## src/sv/cir_sqrt.sv

```systemverilog
`timescale 1ns / 1ps
`default_nettype none

// Pipelined floor square root, one root bit per stage.
module cir_sqrt #(
  parameter int W      = 64,
  parameter int SIDE_W = 1
) (
  input  wire logic              clk,
  input  wire logic              rst_n,
  input  wire logic              in_v,
  input  wire logic [W-1:0]      in_val,
  input  wire logic [SIDE_W-1:0] in_side,
  output logic                   out_v,
  output logic [W/2-1:0]         out_root,
  output logic [SIDE_W-1:0]      out_side
);

  localparam int H = W / 2;

  logic              v_r    [H+1];
  logic [SIDE_W-1:0] side_r [H+1];
  logic [H+1:0]      rem_r  [H+1];
  logic [H-1:0]      root_r [H+1];
  logic [W-1:0]      val_r  [H+1];

  always_ff @(posedge clk) begin
    if (!rst_n) begin
      v_r[0] <= 1'b0;
    end else begin
      v_r[0] <= in_v;
    end
  end

  always_ff @(posedge clk) begin
    side_r[0] <= in_side;
    rem_r[0]  <= '0;
    root_r[0] <= '0;
    val_r[0]  <= in_val;
  end

  for (genvar k = 1; k <= H; k++) begin : g_stg
    logic [H+1:0] rem_nxt;
    logic [H-1:0] root_nxt;
    logic [W-1:0] val_nxt;

    always_comb begin
      logic [H+2:0] t;
      logic [H+2:0] trial;
      logic         ge;
      // bring down the next two radicand bits
      t        = {rem_r[k-1][H:0], val_r[k-1][W-1:W-2]};
      trial    = {1'b0, root_r[k-1], 2'b01};
      ge       = t >= trial;
      rem_nxt  = ge ? (H+2)'(t - trial) : t[H+1:0];
      root_nxt = {root_r[k-1][H-2:0], ge};
      val_nxt  = val_r[k-1] << 2;
    end

    always_ff @(posedge clk) begin
      if (!rst_n) begin
        v_r[k] <= 1'b0;
      end else begin
        v_r[k] <= v_r[k-1];
      end
    end

    always_ff @(posedge clk) begin
      side_r[k] <= side_r[k-1];
      rem_r[k]  <= rem_nxt;
      root_r[k] <= root_nxt;
      val_r[k]  <= val_nxt;
    end
  end

  assign out_v    = v_r[H];
  assign out_root = root_r[H];
  assign out_side = side_r[H];

endmodule

`default_nettype wire

```

## config.mk

```make
export PLATFORM = sky130hd
export DESIGN_NAME = cir_sqrt
export DESIGN_NICKNAME = d
export VERILOG_FILES = /design/src/sv/cir_sqrt.sv
export SDC_FILE = /design/constraint.sdc
export NUM_CORES = 2
export LEC_CHECK = 0
export ABC_CLOCK_PERIOD_IN_PS = 4100
export BUFFER_PORTS_ARGS = -buffer_cell sky130_fd_sc_hd__buf_2
export CAP_MARGIN = 20
export CELL_PAD_IN_SITES_DETAIL_PLACEMENT = 1
export CELL_PAD_IN_SITES_GLOBAL_PLACEMENT = 2
export CORE_AREA = 2 2 489 491
export DETAILED_ROUTE_END_ITERATION = 7
export DIE_AREA = 0 0 491 493
export HOLD_SLACK_MARGIN = 0.15
export PLACE_DENSITY_LB_ADDON = 0.1
export SETUP_SLACK_MARGIN = 0.4
export SYNTH_ARGS = -nofsm -noshare
export SYNTH_HDL_FRONTEND = slang
export SYNTH_MEMORY_MAX_BITS = 65536
export SYNTH_SLANG_ARGS = --single-unit
```

## constraint.sdc

```tcl
create_clock -name clk -period 4.1 [get_ports clk]
set_clock_uncertainty 0.15 [all_clocks]
set_input_delay 0.205 -clock clk [delete_from_list [all_inputs] [get_ports clk]]
set_output_delay 0.205 -clock clk [all_outputs]
set_load 0.01 [all_outputs]
```

==> run_results.csv <==
group,metric,value,unit
run_status,status,"completed",
grt,grt-ovfl-total,0,
sta,hold_ws,0.150,ns
setup_path,path_cells,"inv_1 -> ha_1 -> nand3_1 -> a21oi_1 -> o211ai_1 -> a211oi_1 -> or3_1 -> a211oi_4 -> or2_2 -> a2111oi_1 -> xor2_1",
synthesis,ys.warnings.count,0,
floorplanning,core-area,237000,um^2
routing,drt-total-wl,232000,um
setup_path,cp_max_fo,6,
grt,grt_max_degree,51,
routing,vias,64400,
synthesis,synth_area_per_cell,10.3,um^2
routing,vias_per_cell,4.94,
setup_path,critPathKind,"reg2reg",
clock_network,tritoncts,"yes",
floorplanning,die_x,491,um
placed_design,detailedPlacementHpwl,175000,um
sta,maxSlewViolCount,0,
synthesis,ys.flop_type,"dfxtp_1",
power_and_ir_drop,peakVddDrop,440,uV
power_and_ir_drop,power_frac_comb,16.0,%
layout,syn2layout_area_growth,17.4,%
setup_path,required,4.71,ns
worst_hold_path,min_path_type,"reg2reg",
floorplanning,die_height,493,um
setup_path,slowest_delay,0.48,ns
clock_network,clock_sinks,2624,
power_and_ir_drop,p_switching,19.8,mW
sta,period_share,87.4,%
power_and_ir_drop,p_seq_share,46.6,%
layout,nets,10300,
power_and_ir_drop,power_density,638,nW/um^2
layout,stdcell_count,13000,
synthesis,synth_cells,9190,
power_and_ir_drop,swShare,28.1,%
setup_path,arrival,4.19,ns
sta,rsz0062_at_grt,"yes",
grt,grt_util_all_layers,19.0,%
placed_design,dp_cells,12400,
job,drv_cap,0,
placed_design,portBuffers,101,
grt,antenna_found_initial,2,
power_and_ir_drop,internal_power,50.8,mW
sta,max_freq,279,MHz
floorplanning,die-area,242000,um^2
clock_network,root_buffer,"clkbuf_16",
synthesis,ys_types,93,
sta,report.final.setup_viol,0,
routing,drcViolationCount,0,
layout,multi_input_area,38800,um^2
sta,finalCriticalPeriod,3.58,ns
sta,relSlewSlack,37.3,%
clock_network,cts.clk_slew.worst_paths,0.06,ns
setup_path,cp-start-kind,"flip-flop",
synthesis,yosysTopAreaCell,"dfxtp_1",
synthesis,syn_area,94200,um^2
synthesis,yosys_register_bits,2624,
placed_design,gp_congestion,0.835,
routing,dr.pass1.iters,5,
floorplanning,num_io_pins,102,
routing,wl_per_cell,17.8,um
sta,max_slew.worst_pin.slew,0.933,ns
clock_network,cts-htree-levels,5,
synthesis,synth_edf_count,0,
setup_path,cpMaxStageDelayCell,"dfxtp_1",
floorplanning,start_util,39.8,%
grt,grt_first_pass_wirelength,372000,um
grt,grt_pass1_vias,68300,
synthesis,yosys-top-cells-area,"dfxtp_1, ha_1, xnor2_1",
sta,tns,0,ns
layout,ff_latch_area,52500,um^2
synthesis,yosys.area.top_type_share,55.7,%
routing,drt-initial-drc-count,2466,
synthesis,synth_fp_nets,9819,
setup_path,cp-end-kind,"flip-flop",
layout,final_layout_size_suffix_gt1_share,9.01,%
layout,fillerInstances,25900,
clock_network,clk_latency,0.93,ns
routing,drtAntennaViolNets,0,
synthesis,yosysSeqAreaShare,55.7,%
clock_network,cts_buffers,294,
floorplanning,rows,179,
synthesis,async_flop_share,0,%
power_and_ir_drop,clkPwrFrac,37.4,%
power_and_ir_drop,total_leakage_power,51.4,nW
sta,final_hold_viol_count,0,
clock_network,cts_buffer_depth,4,
## layout by cell type, fill, tap and decap left out, types with 19 or more instances in the layout
cell type      count
o21ai_0          512
nor3b_1           19
bufinv_16         30
nand3b_1          28
o21a_1           104
or2_2             40
xnor2_1          399
a211oi_1          48
a31oi_1           56
nand2b_1          84
a21o_1           255
nor2_1           518
inv_1            702
ha_1             560
mux2_2            68
dlygate4sd3_1    147
clkbuf_16        299
a211o_1           19
buf_2            101
or3_1             82
a21oi_1          514
buf_4             99
nand3_1          132
and3_1            61
or4_1             65
nor2b_1           75
clkbuf_8          55
clkbuf_1          34
xor2_1           397
dfxtp_1         2624
a21boi_0          21
nand4_1           84
nor3_1           224
o211ai_1          44
nand2_1          654
nor4_1           125
clkinv_2          40
o21bai_1          45
o31ai_1           45
and2_1            68
## logic make-up after synthesis
group	share of synthesized area [%]
other cells	0.00398
fa+ha+maj	7.45
compound gates	12.4
flops	55.7
xor+xnor	7.40
buf+inv	3.60
simple gates	12.4
mux	0.972
## synth_stat cells, drive strengths merged (24+ instances only)
master,number
a2111oi,28
a211oi,53
a21o,255
a21oi,518
a31oi,61
and2,68
and3,62
buf,24
clkbuf,167
dfxtp,2624
ha,561
inv,705
mux2,70
nand2,654
nand2b,84
nand3,134
nand3b,28
nand4,84
nor2,521
nor2b,75
nor3,225
nor4,139
o211ai,44
o21a,106
o21ai,524
o21bai,45
o31ai,48
or2,41
or3,86
or4,67
xnor2,399
xor2,397
## worst paths after layout
path | cells past startpoint | startpoint | slack, ns | endpoint
max | 11 | root_r[0][642] | 0.52 | rem_r[0][739]
min | 0 | val_r[0][48] | 0.15 | val_r[0][114]
max reg2reg | 11 | root_r[0][642] | 0.52 | rem_r[0][739]
min reg2reg | 0 | val_r[0][48] | 0.15 | val_r[0][114]
## worst max-delay path: cells and delay by family (launching register included)
kind	cells	cell delay, ns
compound gates	5	1.30
simple gates	3	0.83
flops	1	0.48
fa+ha+maj	1	0.38
xor+xnor	1	0.24
buf+inv	1	0.08
## power groups by stage
stage          Combinational [mW]  Clock [mW]  Sequential [mW]
3_3_place_gp                 10.9           0             33.5
2_1_floorplan                8.40           0             32.0
5_1_grt                      12.7        28.4             33.4
6_report                     11.3        26.4             32.9
3_5_place_dp                 11.1           0             33.5
4_1_cts                      11.3        27.3             33.0
## sequential cells by signal, summed over array words and instances, names as in the netlist
signal and cells:
root_r 528, v_r 33, rem_r 974, val_r 1056, side_r 33
## stage by stage
step	setup WS, ns	power, mW	util, %	area, um^2
after detailed placement	0.119	44.6	41.7	98900
after floorplan	0.630	40.4	-	94200
final	0.517	70.6	46.7	111000
after CTS	0.402	71.6	46.5	110000
after global routing	0.238	74.5	46.7	111000
after global placement	0.184	44.4	41.7	98900
## final cells by class
class	instances	area share, %
Timing Repair Buffer	360	2.67
Clock inverter	107	1.30
Antenna cell	2	0.00452
Sequential cell	2624	47.5
Multi-Input combinational cell	5673	35.0
Inverter	705	2.39
Tap cell	3167	3.58
Clock buffer	388	7.56
## per-layer routing
layer | up-vias | wire length [um] | global-route usage (%)
met5 | - | 0 | 0
met4 | 0 | 6870 | 6.04
met3 | 426 | 5580 | 2.35
met2 | 718 | 117000 | 34.4
met1 | 30800 | 103000 | 23.2
li1 | 32400 | - | -
## what timing repair did
action	in CTS	in global routing
pin swaps	3	9
hold buffers	147	0
hold endpoints to repair	109	0
buffers inserted	2	13
resized for setup	11	70
endpoints found under the setup margin	64	320
cloned	2	1
No activity file was read; power rests on OpenSTA's default activity.
